===== src/rtl/mcw_pkg.sv =====
`timescale 1ns / 1ps

package mcw_pkg;

  // Field widths of the stream words
  localparam int unsigned KIND_W   = 2;
  localparam int unsigned TMO_W    = 16;
  localparam int unsigned ID_W     = 5;
  localparam int unsigned STATUS_W = 2;
  localparam int unsigned RELOAD_W = 12;

  // Client counter holds 0..31
  localparam int unsigned CNT_W = 5;

  // Packed word widths, rounded up to whole bytes
  localparam int unsigned IN_DATA_W  = 24;
  localparam int unsigned OUT_DATA_W = 24;

  // timeout / 6 as (timeout * 43691) >> 18, exact for all 16-bit inputs
  localparam int unsigned DIV6_MUL_W = 17;
  localparam int unsigned DIV6_SHIFT = 18;
  localparam logic [DIV6_MUL_W-1:0] DIV6_MUL = 17'd43691;
  localparam int unsigned PROD_W = TMO_W + DIV6_MUL_W;
  localparam int unsigned QUOT_W = PROD_W - DIV6_SHIFT;

  localparam logic [RELOAD_W-1:0] RELOAD_RST = 12'hFFF;

  typedef enum logic [KIND_W-1:0] {
    KIND_CREATE  = 2'd0,
    KIND_CHECKIN = 2'd1,
    KIND_TICK    = 2'd2
  } kind_t;

  typedef enum logic [STATUS_W-1:0] {
    ST_OK     = 2'd0,
    ST_REJECT = 2'd1,
    ST_BAD_ID = 2'd2
  } status_t;

endpackage


===== src/rtl/multi_client_watchdog_unit.sv =====
`timescale 1ns / 1ps
// Flow: a word accepted into the input register is processed into the result
//   register, which drives out_*; a stall of the result register holds it back.
// Throughput: one word per cycle; the input register and the result register
//   both advance whenever the result register is empty or being taken.
// Reset (rst_n low, synchronous): both stages empty, no clients, counter and
//   reload value at 4095, watchdog stopped, expiry clear.
module multi_client_watchdog_unit #(
  parameter int unsigned MAX_CLIENTS  = 31,
  parameter int unsigned RELOAD_LIMIT = 4095
) (
  input  logic                           clk,
  input  logic                           rst_n,
  // slave side
  input  logic                           in_tvalid,
  output logic                           in_tready,
  input  logic [mcw_pkg::IN_DATA_W-1:0]  in_tdata,   // [15:0] req_timeout, [20:16] client_id
  input  logic [mcw_pkg::KIND_W-1:0]     in_tuser,   // [1:0] kind
  // master side
  output logic                           out_tvalid,
  input  logic                           out_tready,
  output logic [mcw_pkg::OUT_DATA_W-1:0] out_tdata   // [1:0] status, [6:2] new_id,
                                                     // [7] kicked, [8] expired,
                                                     // [20:9] reload_cur
);

  // ---------------------------------------------------------------------------
  // Input register
  // ---------------------------------------------------------------------------
  logic                        in_valid_r;
  logic [mcw_pkg::KIND_W-1:0]  in_kind_r;
  logic [mcw_pkg::TMO_W-1:0]   in_tmo_r;
  logic [mcw_pkg::ID_W-1:0]    in_id_r;

  logic out_valid_r;
  logic stall;
  logic fire;   // input register holds a word that is processed this cycle

  assign stall     = out_valid_r && !out_tready;
  assign fire      = in_valid_r && !stall;
  assign in_tready = !in_valid_r || !stall;

  always_ff @(posedge clk) begin
    if (!rst_n) begin
      in_valid_r <= 1'b0;
    end else if (in_tready) begin
      in_valid_r <= in_tvalid;
    end
  end

  always_ff @(posedge clk) begin
    if (in_tready && in_tvalid) begin
      in_kind_r <= in_tuser;
      in_tmo_r  <= in_tdata[mcw_pkg::TMO_W-1:0];
      in_id_r   <= in_tdata[mcw_pkg::TMO_W +: mcw_pkg::ID_W];
    end
  end

  // ---------------------------------------------------------------------------
  // Watchdog state
  // ---------------------------------------------------------------------------
  logic [MAX_CLIENTS-1:0]        pending_mask_r, pending_mask_nxt;
  logic [mcw_pkg::CNT_W-1:0]     client_count_r, client_count_nxt;
  logic [mcw_pkg::TMO_W-1:0]     largest_tmo_r, largest_tmo_nxt;
  logic [mcw_pkg::RELOAD_W-1:0]  reload_word_r, reload_word_nxt;
  logic [mcw_pkg::RELOAD_W-1:0]  down_cnt_r, down_cnt_nxt;
  logic                          running_r, running_nxt;
  logic                          fired_r, fired_nxt;

  // Decode helpers: one-hot of the check-in id, one-hot of the next free slot,
  // and the set of registered clients.
  logic [MAX_CLIENTS-1:0] id_onehot;
  logic [MAX_CLIENTS-1:0] slot_onehot;
  logic [MAX_CLIENTS-1:0] valid_mask;
  logic [MAX_CLIENTS-1:0] checkin_mask;

  always_comb begin
    for (int i = 0; i < MAX_CLIENTS; i++) begin
      id_onehot[i]   = (in_id_r == mcw_pkg::ID_W'(i));
      slot_onehot[i] = (client_count_r == mcw_pkg::CNT_W'(i));
      valid_mask[i]  = (mcw_pkg::CNT_W'(i) < client_count_r);
    end
  end

  assign checkin_mask = pending_mask_r | id_onehot;

  // Reload value from the requested timeout: min(timeout / 6, RELOAD_LIMIT)
  logic [mcw_pkg::PROD_W-1:0]    div_prod;
  logic [mcw_pkg::QUOT_W-1:0]    div_quot;
  logic [mcw_pkg::RELOAD_W-1:0]  new_reload;

  assign div_prod = mcw_pkg::PROD_W'(in_tmo_r) * mcw_pkg::PROD_W'(mcw_pkg::DIV6_MUL);
  assign div_quot = div_prod[mcw_pkg::PROD_W-1:mcw_pkg::DIV6_SHIFT];
  assign new_reload = (div_quot > mcw_pkg::QUOT_W'(RELOAD_LIMIT))
                    ? mcw_pkg::RELOAD_W'(RELOAD_LIMIT)
                    : div_quot[mcw_pkg::RELOAD_W-1:0];

  logic                       table_full;
  logic                       id_ok;
  mcw_pkg::status_t           status;
  logic [mcw_pkg::ID_W-1:0]   new_id;
  logic                       kicked;

  assign table_full = (client_count_r >= mcw_pkg::CNT_W'(MAX_CLIENTS));
  assign id_ok      = (mcw_pkg::CNT_W'(in_id_r) < client_count_r);

  always_comb begin
    pending_mask_nxt = pending_mask_r;
    client_count_nxt = client_count_r;
    largest_tmo_nxt  = largest_tmo_r;
    reload_word_nxt  = reload_word_r;
    down_cnt_nxt     = down_cnt_r;
    running_nxt      = running_r;
    fired_nxt        = fired_r;
    status           = mcw_pkg::ST_OK;
    new_id           = '0;
    kicked           = 1'b0;

    case (mcw_pkg::kind_t'(in_kind_r))
      mcw_pkg::KIND_CREATE: begin
        if (in_tmo_r == '0 || table_full) begin
          status = mcw_pkg::ST_REJECT;
        end else begin
          new_id           = mcw_pkg::ID_W'(client_count_r);
          pending_mask_nxt = pending_mask_r | slot_onehot;
          client_count_nxt = client_count_r + mcw_pkg::CNT_W'(1);
          // Only a new largest timeout moves the reload value and (re)starts
          if (in_tmo_r > largest_tmo_r) begin
            reload_word_nxt = new_reload;
            down_cnt_nxt    = new_reload;
            running_nxt     = 1'b1;
            largest_tmo_nxt = in_tmo_r;
          end
        end
      end
      mcw_pkg::KIND_CHECKIN: begin
        if (!id_ok) begin
          status = mcw_pkg::ST_BAD_ID;
        end else if ((checkin_mask & valid_mask) == valid_mask) begin
          // Last outstanding client: kick, even if stopped or expired
          down_cnt_nxt     = reload_word_r;
          pending_mask_nxt = '0;
          kicked           = 1'b1;
        end else begin
          pending_mask_nxt = checkin_mask;
        end
      end
      mcw_pkg::KIND_TICK: begin
        if (running_r && !fired_r) begin
          // Expires on the tick that reaches zero, or at once if already zero
          if (down_cnt_r <= mcw_pkg::RELOAD_W'(1)) begin
            fired_nxt = 1'b1;
          end
          if (down_cnt_r != '0) begin
            down_cnt_nxt = down_cnt_r - mcw_pkg::RELOAD_W'(1);
          end
        end
      end
      default: begin
      end
    endcase
  end

  always_ff @(posedge clk) begin
    if (!rst_n) begin
      pending_mask_r <= '0;
      client_count_r <= '0;
      largest_tmo_r  <= '0;
      reload_word_r  <= mcw_pkg::RELOAD_RST;
      down_cnt_r     <= mcw_pkg::RELOAD_RST;
      running_r      <= 1'b0;
      fired_r        <= 1'b0;
    end else if (fire) begin
      pending_mask_r <= pending_mask_nxt;
      client_count_r <= client_count_nxt;
      largest_tmo_r  <= largest_tmo_nxt;
      reload_word_r  <= reload_word_nxt;
      down_cnt_r     <= down_cnt_nxt;
      running_r      <= running_nxt;
      fired_r        <= fired_nxt;
    end
  end

  // ---------------------------------------------------------------------------
  // Result register
  // ---------------------------------------------------------------------------
  logic [mcw_pkg::OUT_DATA_W-1:0] out_data_r;
  logic [mcw_pkg::OUT_DATA_W-1:0] out_data_nxt;

  assign out_data_nxt = mcw_pkg::OUT_DATA_W'({reload_word_nxt, fired_nxt, kicked,
                                              new_id, status});

  always_ff @(posedge clk) begin
    if (!rst_n) begin
      out_valid_r <= 1'b0;
    end else if (!stall) begin
      out_valid_r <= in_valid_r;
    end
  end

  always_ff @(posedge clk) begin
    if (fire) begin
      out_data_r <= out_data_nxt;
    end
  end

  assign out_tvalid = out_valid_r;
  assign out_tdata  = out_data_r;

  // ---------------------------------------------------------------------------
  // Assertions
  // ---------------------------------------------------------------------------
  a_fired_sticky: assert property (@(posedge clk) disable iff (!rst_n)
    fired_r |=> fired_r)
    else $error("expiry flag cleared after being set");

  a_count_bound: assert property (@(posedge clk) disable iff (!rst_n)
    client_count_r <= mcw_pkg::CNT_W'(MAX_CLIENTS))
    else $error("client count beyond table size");

  a_mask_in_range: assert property (@(posedge clk) disable iff (!rst_n)
    (pending_mask_r & ~valid_mask) == '0)
    else $error("pending bit set for an unregistered client");

  a_kick_clears: assert property (@(posedge clk) disable iff (!rst_n)
    fire && kicked |=> pending_mask_r == '0 && down_cnt_r == reload_word_r)
    else $error("kick did not clear mask and reload counter");

  a_reload_limit: assert property (@(posedge clk) disable iff (!rst_n)
    $changed(reload_word_r) |-> reload_word_r <= mcw_pkg::RELOAD_W'(RELOAD_LIMIT))
    else $error("reload value above limit");

endmodule


===== config.mk =====
export PLATFORM = sky130hd
export DESIGN_NAME = multi_client_watchdog_unit
export DESIGN_NICKNAME = d
export VERILOG_FILES = /design/src/rtl/mcw_pkg.sv /design/src/rtl/multi_client_watchdog_unit.sv
export SDC_FILE = /design/constraint.sdc
export NUM_CORES = 1
export LEC_CHECK = 0
export ABC_AREA = 1
export BUFFER_PORTS_ARGS = -buffer_cell sky130_fd_sc_hd__buf_4
export CAP_MARGIN = 20
export CORE_UTILIZATION = 39
export DETAILED_ROUTE_END_ITERATION = 12
export PLACE_DENSITY_LB_ADDON = 0.05
export SLEW_MARGIN = 20
export SYNTH_ARGS = -nofsm -noshare
export SYNTH_HDL_FRONTEND = slang
export SYNTH_SLANG_ARGS = --single-unit

===== constraint.sdc =====
create_clock -name clk -period 6.5 [get_ports clk]
set_input_delay 0.65 -clock clk [delete_from_list [all_inputs] [get_ports clk]]
set_output_delay 0.65 -clock clk [all_outputs]
set_load 0.005 [all_outputs]

Word level (Yosys, flattened, before mapping)
Cells that the tools add are included.
{"block": "totals", "register_bits": 124, "output_inout_bits": 26, "elab_cells": 173, "inputBits": 30}
{"block": "op_classes", "magnitude_cmp": 36, "reduce_logical": 23, "n_addsub": 2, "mul": 1, "bitwise_logic": 5, "n_eq_ne": 69, "mux": 22}
{"op": "5-bit == test, second input constant", "count": 30}
{"op": "12-bit 2-to-1 mux", "count": 10}
{"op": "31-bit 2-to-1 mux", "count": 3}
{"op": "5-bit by 4-bit == test with 1-bit output, second input constant", "count": 16}
{"op": "5-bit less-than comparator, first input constant", "count": 15}
{"op": "31-bit bitwise OR", "count": 2}
{"op": "31-bit one-hot mux with 2 select lines", "count": 1}
{"op": "5-bit by 3-bit == test with 1-bit output, second input constant", "count": 8}
{"op": "4-bit by 5-bit less-than comparator with 1-bit output, first input constant", "count": 8}
{"op": "12-bit one-hot mux with 3 select lines", "count": 1}
{"op": "16-bit by 16-bit multiplier with 32-bit output, second input constant", "count": 1}
{"op": "31-bit AND", "count": 1}
{"op": "31-bit == test", "count": 1}
{"op": "5-bit by 2-bit == test with 1-bit output, second input constant", "count": 4}
{"op": "3-bit by 5-bit less-than comparator with 1-bit output, first input constant", "count": 4}
{"op": "16-bit greater-than comparator", "count": 1}
{"op": "16-bit logical NOT", "count": 1}
{"op": "14-bit by 12-bit greater-than comparator with 1-bit output, second input constant", "count": 1}
{"op": "12-bit by 1-bit less-or-equal comparator with 1-bit output, second input constant", "count": 1}
{"op": "2-bit inequality test, second input constant", "count": 6}
{"op": "12-bit nonzero test", "count": 1}
{"op": "12-bit by 1-bit subtractor with 12-bit output, second input constant", "count": 1}
{"op": "5-bit by 1-bit == test with 1-bit output, second input constant", "count": 2}
{"op": "5-bit logical NOT", "count": 2}
{"op": "other kinds (22)", "count": 37}

Logic depth before layout (Yosys ltp)
Gate-level depths: netlist (run 1).
{"block": "logic_depth", "ltp_word": 7, "ltp_mapped": 26, "depth_no_buf": 26}

Worst setup path before layout (run 1)
Ideal clock, no wire load.
{"block": "synth_timing", "kind": "register to register", "start": "register in_tmo_r[1] (netlist bit)", "end": "register out_data_r, in the netlist out_tdata[10], data pin", "t_required_ns": 6.245, "path_buffers": 1, "t_arrival_ns": 5.171, "path_slack_ns": 1.075, "stages_incl_launch_ff": 23, "setup_ns": 0.255, "path_cell_list": "edfxtp_1 > ha_1 > xor2_1 > ha_1 > inv_1 > fa_1 > inv_1 > fa_1 > fa_1 > inv_1 > fa_1 > inv_1 > ha_1 > nand2_1 > nand2_1 > a21oi_1 > o21ai_0 > a21oi_1 > nand3_1 > nand2_1 > clkbuf_1 > nand4_1 > and2_1"}
{"block": "synth_between", "elab_chain_cells": 6}
{"element": "start, declared", "line": "multi_client_watchdog_unit.sv:32", "source": "logic [mcw_pkg::TMO_W-1:0] in_tmo_r;"}
{"element": "start signal, assigned", "line": "multi_client_watchdog_unit.sv:54", "source": "in_tmo_r <= in_tdata[mcw_pkg::TMO_W-1:0];"}
{"element": "16-bit by 16-bit multiplier with 32-bit output", "line": "multi_client_watchdog_unit.sv:92", "source": "assign div_prod = mcw_pkg::PROD_W'(in_tmo_r) * mcw_pkg::PROD_W'(mcw_pkg::DIV6_MUL);"}
{"element": "14-bit by 12-bit greater-than comparator with 1-bit output", "line": "multi_client_watchdog_unit.sv:94", "source": "assign new_reload = (div_quot > mcw_pkg::QUOT_W'(RELOAD_LIMIT))"}
{"element": "12-bit 2-to-1 mux", "line": "multi_client_watchdog_unit.sv:95", "source": "? mcw_pkg::RELOAD_W'(RELOAD_LIMIT)"}
{"element": "12-bit 2-to-1 mux", "line": "multi_client_watchdog_unit.sv:128", "source": "if (in_tmo_r > largest_tmo_r) begin"}
{"element": "12-bit 2-to-1 mux *", "line": "multi_client_watchdog_unit.sv:121", "source": "if (in_tmo_r == '0 || table_full) begin"}
{"element": "12-bit 2-to-1 mux *", "line": "multi_client_watchdog_unit.sv:119", "source": "case (mcw_pkg::kind_t'(in_kind_r))"}
{"element": "named net reload_word_nxt, one bit", "line": "multi_client_watchdog_unit.sv:65", "source": "logic [mcw_pkg::RELOAD_W-1:0] reload_word_r, reload_word_nxt;"}
{"element": "end signal, assigned", "line": "multi_client_watchdog_unit.sv:203", "source": "out_data_r <= out_data_nxt;"}
{"element": "end, declared", "line": "multi_client_watchdog_unit.sv:187", "source": "logic [mcw_pkg::OUT_DATA_W-1:0] out_data_r;"}
Mark *: on every way through the listed nets, which the timed path passes. The rest lies on a longest branch.
A chain may end at the register's enable or synchronous reset.

Worst setup path in the final report (run 1)
{"block": "layout_timing", "start": "register in_tmo_r[4] (netlist bit)", "end": "register out_data_r, in the netlist out_tdata[14], data pin"}
The elaborated chain is that of the path after synthesis.

==> results of run 1 <==
[logic make-up (layout without fill, tap and decap cells)]
family                   count (synthesis)  in the layout
AND/OR/NAND/NOR                        724            724
buffers and inverters                  422            462
adder cells (fa/ha/maj)                235            235
flip-flops                             124            124
XOR/XNOR                                18             18
AO/OA/AOI/OAI                          252            252
other                                    1              3
[layout make-up]
| class | count | area, um^2 |
|---|---|---|
| inverter | 367 | 1380 |
| tap | 402 | 503 |
| clock buffer | 27 | 524 |
| multi-input combinational | 1232 | 8100 |
| timing repair buffer | 63 | 493 |
| fill | 3386 | 17700 |
| sequential | 124 | 2920 |
| clock inverter | 5 | 80.1 |
[synthesized netlist by cell type, types with 2 or more instances]
| cell type | number |
|---|---|
| nand3_1 | 142 |
| nand2_1 | 344 |
| nand3b_1 | 4 |
| buf_4 | 4 |
| ha_1 | 158 |
| a31oi_1 | 4 |
| a21o_1 | 2 |
| a211oi_1 | 2 |
| edfxtp_1 | 44 |
| xor2_1 | 11 |
| buf_1 | 4 |
| inv_1 | 362 |
| nor3_1 | 9 |
| o22ai_1 | 2 |
| o21bai_1 | 5 |
| nand2_2 | 3 |
| dfxtp_1 | 80 |
| nor2_1 | 161 |
| buf_2 | 16 |
| or2_2 | 7 |
| o21a_1 | 2 |
| and2_1 | 12 |
| buf_6 | 2 |
| a221oi_1 | 3 |
| fa_1 | 77 |
| clkbuf_1 | 29 |
| nand4_1 | 37 |
| o21ai_0 | 79 |
| xnor2_1 | 7 |
| a21oi_1 | 149 |
| nor2_4 | 2 |
| inv_2 | 4 |
[flip-flops by register name, summed over array words and instances, names as in the netlist, 2 cells and up]
| register | flops |
|---|---|
| client_count_r | 5 |
| in_tmo_r | 16 |
| reload_word_r | 12 |
| in_kind_r | 2 |
| largest_tmo_r | 16 |
| in_id_r | 5 |
| out_tdata | 21 |
| down_cnt_r | 12 |
| pending_mask_r | 31 |
[layout by cell type, fill, tap and decap left out, drive strengths merged]
master / n
a31oi: 4
o211ai: 1
nand3b: 4
nand4: 37
a21boi: 1
o21bai: 5
a211oi: 2
or2: 7
fa: 77
a221oi: 3
clkinvlp: 2
edfxtp: 44
nor4: 1
o21a: 2
and2: 12
a21o: 2
o22ai: 2
xnor2: 7
and3: 1
nand3: 142
a21oi: 149
buf: 63
clkinv: 2
bufinv: 2
conb: 3
o221ai: 1
inv: 366
ha: 158
nand2: 347
dfxtp: 80
nor2: 164
nor3: 9
xor2: 11
o21ai: 80
clkbuf: 27
[power groups by stage]
stage	logic [mW]	registers, mW	clock network, mW
final	3.99	0.902	0.989
after CTS	4.04	0.901	1.01
after global placement	4.02	0.918	0
after floorplan	2.85	0.902	0
after detailed placement	4.00	0.917	0
after global routing	4.65	0.907	1.04
[layer usage]
metal,vias up,wire length (um)
li1,5722,-
met1,5186,18200
met2,214,16000
met3,36,1350
met4,0,651
met5,-,0
[critical path, stage by stage, from the launching register on]
cell and delay [ns]:
edfxtp_1 0.61, ha_1 0.44, xor2_1 0.25, ha_1 0.19
nor2_1 0.06, fa_1 0.48, inv_1 0.08, fa_1 0.52
fa_1 0.55, inv_1 0.05, fa_1 0.53, inv_1 0.04
ha_1 0.34, nand2_1 0.11, inv_1 0.05, a21oi_1 0.19
o21ai_0 0.17, a21oi_1 0.21, nand3_1 0.09, nand2_1 0.07
buf_4 0.26, nand4_1 0.18, and2_1 0.18
[per-stage QoR]
step / std cells / utilization, % / power, mW
floorplan: 1778 / - / 3.75
global placement: 2187 / 42.1 / 4.94
detailed placement: 2188 / 42.2 / 4.92
CTS: 2220 / 44.1 / 5.95
global route: 2220 / 44.1 / 6.59
finish: 2220 / 44.1 / 5.88
[path summary, 6_finish.rpt]
check | startpoint | cells after the start | slack, ns | end
min | in_tdata[0] | 1 | 0.39 | in_tmo_r[0]
max reg2reg | in_tmo_r[4] | 22 | 0.58 | out_tdata[14]
max | in_tmo_r[4] | 22 | 0.58 | out_tdata[14]
min reg2reg | largest_tmo_r[12] | 2 | 0.46 | largest_tmo_r[12]
==> results.sh, run 1 <==
export IMPL_synth_mux_area_share_pct=0
export IMPL_area_growth_pct=10.7
export IMPL_endpoint_kind="flop"
export IMPL_seq_power_share_pct=15.3
export IMPL_fin_tns_setup_ns=0
export IMPL_coreArea_um2=31700
export IMPL_finalWirelength_mm=36.2
export IMPL_wl_per_cell_um=16.3
export IMPL_routabilityCongestion=0.913
export IMPL_drtIter0Drc=623
export IMPL_grt_use_total_pct=23.0
export IMPL_report_final_slew_viol_count=0
export IMPL_cts_setup_buffers=0
export IMPL_start_util_pct=39.9
export IMPL_die_width_um=182
export IMPL_clockPowerShare_pct=16.8
export IMPL_p_per_area_nw_per_um2=420
export IMPL_vdd_drop_max_mv=0.272
export IMPL_io_pins=56
export IMPL_grt_use_met3_pct=3.29
export IMPL_drt_vias_per_instance=5.03
export IMPL_avgSynthCellArea_um2=7.12
export IMPL_worstSetupPathType="flop to flop"
export IMPL_period_share_pct=91.1
export IMPL_htreeDepth=4
export IMPL_synth_area_um2=12600
export IMPL_synth_simple_area_share_pct=24.5
export IMPL_synth_top_area_cell="ha_1"
export IMPL_synth_edff_count=44
export IMPL_min_path_type="input pin to flop"
export IMPL_p_switching_mw=3.05
export IMPL_use_met1_pct=32.1
export IMPL_synth_top_family_by_area="adder cells"
export IMPL_rsz0062_at_grt="no"
export IMPL_vias=11200
export IMPL_synthAdderAreaFrac_pct=27.8
export IMPL_max_cap_violations=0
export IMPL_diodes=0
export IMPL_yosys_top_cells_area="ha_1 16%, dfxtp_1 13%, fa_1 12%"
export IMPL_required_ns=6.69
export IMPL_cts_sinks=124
export IMPL_synthCells=1776
export IMPL_dr_pass1_iters=5
export IMPL_portBuffers=49
export IMPL_grt_pass1_vias=11200
export IMPL_clockBufferDepth=2
export IMPL_synth_cell_types=41
export IMPL_synth_top_cell_area_share_pct=15.6
export IMPL_p_comb_share_pct=67.9
export IMPL_fmax_mhz=169
export IMPL_skew_ns=0.0103
export IMPL_synth_seq_cells=124
export IMPL_ys_warnings_count=0
export IMPL_ant_nets=0
export IMPL_critPathMaxFanout=24
export IMPL_numCtsBuffers=17
export IMPL_grt_first_pass_wirelength_mm=59.2
export IMPL_nets=2070
export IMPL_async_flop_share_pct=0
export IMPL_root_buffer="clkbuf_16"
export IMPL_clk_latency_ns=0.44
export IMPL_p_sw_share_pct=51.8
export IMPL_timing_final_crit_period_ns=5.92
export IMPL_p_leak_nw=7.10
export IMPL_max_slew_worst_pin_slew_ns=1.02
export IMPL_grt_max_degree=71
export IMPL_drc=0
export IMPL_cp_arrival_ns=6.11
export IMPL_whs_ns=0.385
export IMPL_power_internal_mw=2.84
export IMPL_hold_viol=0
export IMPL_synth_xor_area_share_pct=1.25
export IMPL_cts_tree="built"
export IMPL_yosysSeqAreaShare_pct=23.1
export IMPL_synth_ff_type="dfxtp_1"
export IMPL_synth_compound_area_share_pct=10.4
export IMPL_gr_usage_met2_pct=36.6
export IMPL_dieHeight_um=182
export IMPL_cts_resized_gates=0
export IMPL_dp_hpwl_mm=27.6
export IMPL_stdcell_area_um2=14000
export IMPL_dieArea_um2=33100
export IMPL_cts_hold_buf=0
export IMPL_clk_pin_slew_ns=0.06
export IMPL_finalSetupViolCount=0
export IMPL_slew_headroom_pct=31.9
export IMPL_placed_area_um2=13400
export IMPL_antenna_found_initial=0
export IMPL_place_ws_ns=0.680
export IMPL_grt_overflow=0
export IMPL_busiest_layer="met2"
export IMPL_num_rows=65
export IMPL_status="finished, final reports clean"
export IMPL_setup_slack_ns=0.582
export IMPL_drive_gt1_share_pct=5.94
export IMPL_critPathLaunchType="flop"
(Power assumes the default switching activity.)
==> run 2, diff against run 1 <==
==> constraint.sdc (replaced) <==
create_clock -name clk -period 5.1 [get_ports clk]
set_input_delay 0.51 -clock clk [delete_from_list [all_inputs] [get_ports clk]]
set_output_delay 0.51 -clock clk [all_outputs]
set_load 0.005 [all_outputs]
==> run 2 against run 1 <==
- non-clock buffer count grew 152
- the flow now finishes with violations (setup timing)
- critical path depth is 4 higher
- clock power is 29% higher
==> results.sh, run 2 (synthesis gave the netlist of run 1 again) <==
export IMPL_drt_vias_per_instance=4.99
export IMPL_routabilityCongestion=0.870
export IMPL_finalNonFillerCells=2372
export IMPL_stdcell_area_um2=16000
export IMPL_clockPowerShare_pct=12.6
export IMPL_cp_arrival_ns=5.46
export IMPL_nets=2222
export IMPL_grt_overflow=0
export IMPL_max_cap_violations=0
export IMPL_hold_viol=0
export IMPL_grt_use_total_pct=24.1
export IMPL_area_growth_pct=26.2
export IMPL_grt_max_degree=71
export IMPL_diodes=0
export IMPL_placedCellCount=2295
export IMPL_dp_hpwl_mm=28.8
export IMPL_multi_input_area_um2=8800
export IMPL_final_util_pct=50.3
export IMPL_dieArea_um2=33100
export IMPL_skew_ns=0.0157
export IMPL_vias=11800
export IMPL_required_ns=5.30
export IMPL_fmax_mhz=190
export IMPL_reg2regPathDepth=26
export IMPL_grt_pass1_vias=11800
export IMPL_io_pins=56
export IMPL_dr_pass1_iters=8
export IMPL_p_sw_share_pct=48.1
export IMPL_drc=0
export IMPL_vdd_drop_max_mv=0.526
export IMPL_cts_hold_buf=0
export IMPL_p_leak_nw=7.97
export IMPL_p_switching_mw=4.87
export IMPL_start_util_pct=39.9
export IMPL_regArea_um2=2920
export IMPL_status="finished, violations left"
export IMPL_period_share_pct=103
export IMPL_worst_path_stages=26
export IMPL_report_final_slew_viol_count=0
export IMPL_finalWirelength_mm=38.1
export IMPL_path_buf_inv=8
export IMPL_grt_first_pass_wirelength_mm=62.5
export IMPL_failed_checks="setup timing"
export IMPL_whs_path_depth=1
export IMPL_min_path_type="input pin to flop"
export IMPL_finalSetupViolCount=31
export IMPL_cts_tree="built"
export IMPL_cts_sinks=124
export IMPL_crit_family="adder cells"
export IMPL_drive_gt1_share_pct=18.9
export IMPL_setup_slack_ns=-0.168
export IMPL_slowest_delay_ns=0.53
export IMPL_p_per_area_nw_per_um2=634
export IMPL_wl_per_cell_um=16.1
export IMPL_coreArea_um2=31700
export IMPL_worstSetupPathType="flop to flop"
export IMPL_critPathMaxFanout=8
export IMPL_num_rows=65
export IMPL_portBuffers=49
export IMPL_ant_nets=0
export IMPL_largest_register_ff_count=31
export IMPL_clockBufferDepth=2
export IMPL_slew_headroom_pct=33.7
export IMPL_placed_area_um2=14300
export IMPL_final_common_cell="inv_1"
export IMPL_dieHeight_um=182
export IMPL_numCtsBuffers=17
export IMPL_endpoint_kind="flop"
export IMPL_critPathLaunchType="flop"
export IMPL_mostFrequentLayoutCells="352 x inv_1, 313 x nand2_1, 196 x buf_4"
export IMPL_place_ws_ns=-0.369
export IMPL_rsz0062_at_grt="yes"
export IMPL_clk_latency_ns=0.44
export IMPL_die_width_um=182
export IMPL_slowest_stage="fa_1"
export IMPL_max_slew_worst_pin_slew_ns=0.993
export IMPL_root_buffer="clkbuf_16"
export IMPL_antenna_found_initial=0
export IMPL_p_comb_share_pct=76.1
export IMPL_power_internal_mw=5.25
export IMPL_n_fill_cell=3188
export IMPL_htreeDepth=4
export IMPL_timing_final_crit_period_ns=5.27
export IMPL_clk_pin_slew_ns=0.06
export IMPL_top_register="pending_mask_r"
export IMPL_total_power_mw=10.1
export IMPL_seq_power_share_pct=11.2
export IMPL_drtIter0Drc=662
## run 2: worst reg2reg max path, stage by stage, from the launching register on
cell and delay, ns:
edfxtp_1 0.42, buf_6 0.16, buf_6 0.11, ha_4 0.17, xor2_4 0.17, ha_4 0.28
inv_4 0.04, fa_1 0.53, inv_1 0.05, fa_1 0.46, fa_1 0.50, inv_1 0.05
fa_1 0.50, inv_2 0.05, ha_4 0.30, nand2_4 0.07, buf_6 0.12, nor2_4 0.13
nand2_2 0.08, nor2_2 0.12, nand2_2 0.07, nand2_2 0.06, nand2_2 0.06, nand2_4 0.11
buf_12 0.13, nand4_1 0.13, and2_1 0.17
## run 2: layout make-up
class / instances / share of cell area (%)
clock inverters: 13 / 1.09
inverters: 367 / 8.65
well taps: 402 / 3.15
clock buffers: 19 / 2.71
repair buffers: 215 / 10.9
flip-flops and latches: 124 / 18.3
multi-input cells: 1232 / 55.2
## run 2: timing repair
action | in CTS | in global routing
resized for setup | 65 | 73
pin swaps | 22 | 84
setup buffers | 26 | 18
endpoints found under the setup margin | 36 | 36
cloned | 2 | 1
endpoints found under the hold margin | 0 | 0
## run 2: worst paths after layout
kind,startpoint,end,slack (ns)
setup / recovery,in_tmo_r[4],out_tdata[18],-0.17
hold reg to reg,largest_tmo_r[14],largest_tmo_r[14],0.46
hold / removal,in_tdata[15],in_tmo_r[15],0.25
setup reg to reg,in_tmo_r[4],out_tdata[18],-0.17
## run 2: through the flow
stage	hold slack, ns	TNS, ns
after CTS	0.225	-6.95
after global routing	0.231	-11.57
after floorplan	0.433	0
after detailed placement	0.451	-10.04
final	0.248	-2.59
after global placement	0.445	-10.18
## run 2: power by group through the flow
stage	registers [mW]	clock network (mW)	logic [mW]
floorplan	1.15	0	3.72
finish	1.14	1.28	7.70
global placement	1.16	0	6.13
CTS	1.14	1.30	6.88
global route	1.14	1.34	8.62
detailed placement	1.16	0	6.11
## run 2: routing by layer
layer  GRT usage (%)  vias up  part of all wire (%)
met5               0        -                     0
met4            5.01        0                   1.4
met3            3.95       36                   3.8
met2            38.3      178                    44
met1            34.4     5623                    51
li1                -     6006                     -
==> run 3, diff against run 2 <==
--- a/config.mk
+++ b/config.mk
@@ -9,6 +9,7 @@
 export BUFFER_PORTS_ARGS = -buffer_cell sky130_fd_sc_hd__buf_4
 export CAP_MARGIN = 20
 export CORE_UTILIZATION = 39
+export CTS_BUF_LIST = sky130_fd_sc_hd__clkbuf_16
 export DETAILED_ROUTE_END_ITERATION = 12
 export PLACE_DENSITY_LB_ADDON = 0.05
 export SLEW_MARGIN = 20
==> run 3 against run 2 <==
- final cell count did not move
- routed wire length barely moved
- power barely moved
- sequential power barely moved
- core utilization did not move
- first-iteration DRC count did not move
- global-route usage did not move
- largest power group unchanged
- the run still ends with setup timing left
- register-to-register slack barely moved
==> results.sh, run 3 (synthesis gave the netlist of run 1 again) <==
export IMPL_required_ns=5.30
export IMPL_n_fill_cell=3188
export IMPL_report_final_slew_viol_count=0
export IMPL_hold_viol=0
export IMPL_portBuffers=49
export IMPL_diodes=0
export IMPL_min_path_type="input pin to flop"
export IMPL_dieHeight_um=182
export IMPL_grt_pass1_vias=11800
export IMPL_r2r_setup_slack_ns=-0.17
export IMPL_io_pins=56
export IMPL_worstSetupPathType="flop to flop"
export IMPL_rsz0062_at_grt="yes"
export IMPL_routabilityCongestion=0.870
export IMPL_grt_max_degree=71
export IMPL_critPathMaxFanout=8
export IMPL_antenna_found_initial=0
export IMPL_htreeDepth=4
export IMPL_drive_gt1_share_pct=18.9
export IMPL_skew_ns=0.0155
export IMPL_max_slew_worst_pin_slew_ns=0.992
export IMPL_clk_pin_slew_ns=0.06
export IMPL_cp_arrival_ns=5.47
export IMPL_ant_nets=0
export IMPL_largest_register_ff_count=31
export IMPL_drt_vias_per_instance=5.00
export IMPL_nets=2222
export IMPL_die_width_um=182
export IMPL_numCtsBuffers=17
export IMPL_cts_sinks=124
export IMPL_final_util_pct=50.3
export IMPL_cts_tree="built"
export IMPL_slowest_stage="fa_1"
export IMPL_endpoint_kind="flop"
export IMPL_dr_pass1_iters=5
export IMPL_mostFrequentLayoutCells="354 x inv_1, 313 x nand2_1, 196 x buf_4"
export IMPL_slew_headroom_pct=33.8
export IMPL_drc=0
export IMPL_dieArea_um2=33100
export IMPL_fmax_mhz=190
export IMPL_grt_use_total_pct=24.1
export IMPL_final_common_cell="inv_1"
export IMPL_critPathLaunchType="flop"
export IMPL_drtIter0Drc=662
export IMPL_start_util_pct=39.9
export IMPL_grt_first_pass_wirelength_mm=62.5
export IMPL_setup_slack_ns=-0.174
export IMPL_path_buf_inv=8
export IMPL_wl_per_cell_um=16.1
export IMPL_status="finished, violations left"
export IMPL_area_growth_pct=26.2
export IMPL_period_share_pct=103
export IMPL_grt_overflow=0
export IMPL_total_power_mw=10.1
export IMPL_timing_final_crit_period_ns=5.27
export IMPL_clockBufferDepth=2
export IMPL_vias=11800
export IMPL_dp_hpwl_mm=28.8
export IMPL_finalSetupViolCount=32
export IMPL_crit_family="adder cells"
export IMPL_p_leak_nw=7.98
export IMPL_coreArea_um2=31700
export IMPL_top_register="pending_mask_r"
export IMPL_max_cap_violations=0
export IMPL_p_per_area_nw_per_um2=634
export IMPL_num_rows=65
export IMPL_vdd_drop_max_mv=0.526
export IMPL_slowest_delay_ns=0.53
export IMPL_failed_checks="setup timing"
export IMPL_clk_latency_ns=0.44
export IMPL_root_buffer="clkbuf_16"
export IMPL_finalWirelength_mm=38.2
==> run 3: per-stage QoR <==
stage	area [um^2]	std cells	hold slack, ns	setup TNS, ns	setup slack (ns)
floorplan	12700	1778	0.433	0	0.00675
global placement	14300	2295	0.445	-10.18	-0.357
detailed placement	14300	2295	0.451	-10.04	-0.369
CTS	15500	2354	0.225	-6.94	-0.279
global route	16000	2372	0.231	-11.57	-0.394
finish	16000	2372	0.249	-2.67	-0.174
==> run 3: repair_timing <==
item / CTS / global route
endpoints found under the hold margin: 0 / 0
cloned: 2 / 1
gates resized for setup: 65 / 73
pin swaps: 22 / 84
buffers inserted: 26 / 18
setup endpoints to repair: 36 / 36
hold buffers: 0 / 0
==> run 3: path summary, 6_finish.rpt <==
kind	start	depth (start not counted)	endpoint
min reg2reg	largest_tmo_r[14]	2	largest_tmo_r[14]
max reg2reg	in_tmo_r[4]	26	out_tdata[18]
max	in_tmo_r[4]	26	out_tdata[18]
min	in_tdata[15]	1	in_tmo_r[15]
==> run 3: per-layer routing <==
metal	global-route usage, %	part of all wire, %
met1	34.4	51
met2	38.3	44
met3	3.95	3.9
met4	5.01	1.4
met5	0	0
==> run 3: where the power goes <==
| group | total (mW) | switching (mW) | internal [mW] |
|---|---|---|---|
| Clock | 1.27 | 0.466 | 0.806 |
| Sequential | 1.14 | 0.0435 | 1.09 |
| Combinational | 7.70 | 4.36 | 3.34 |
| Total | 10.1 | 4.87 | 5.24 |
==> run 3: final cells by class <==
cell class | count | area (um^2) | share of cell area [%]
clock buffers | 17 | 425 | 2.67
clock inverters | 15 | 181 | 1.14
inverters | 367 | 1380 | 8.65
multi-input cells | 1232 | 8800 | 55.2
flip-flops and latches | 124 | 2920 | 18.3
well taps | 402 | 503 | 3.15
repair buffers | 215 | 1740 | 10.9
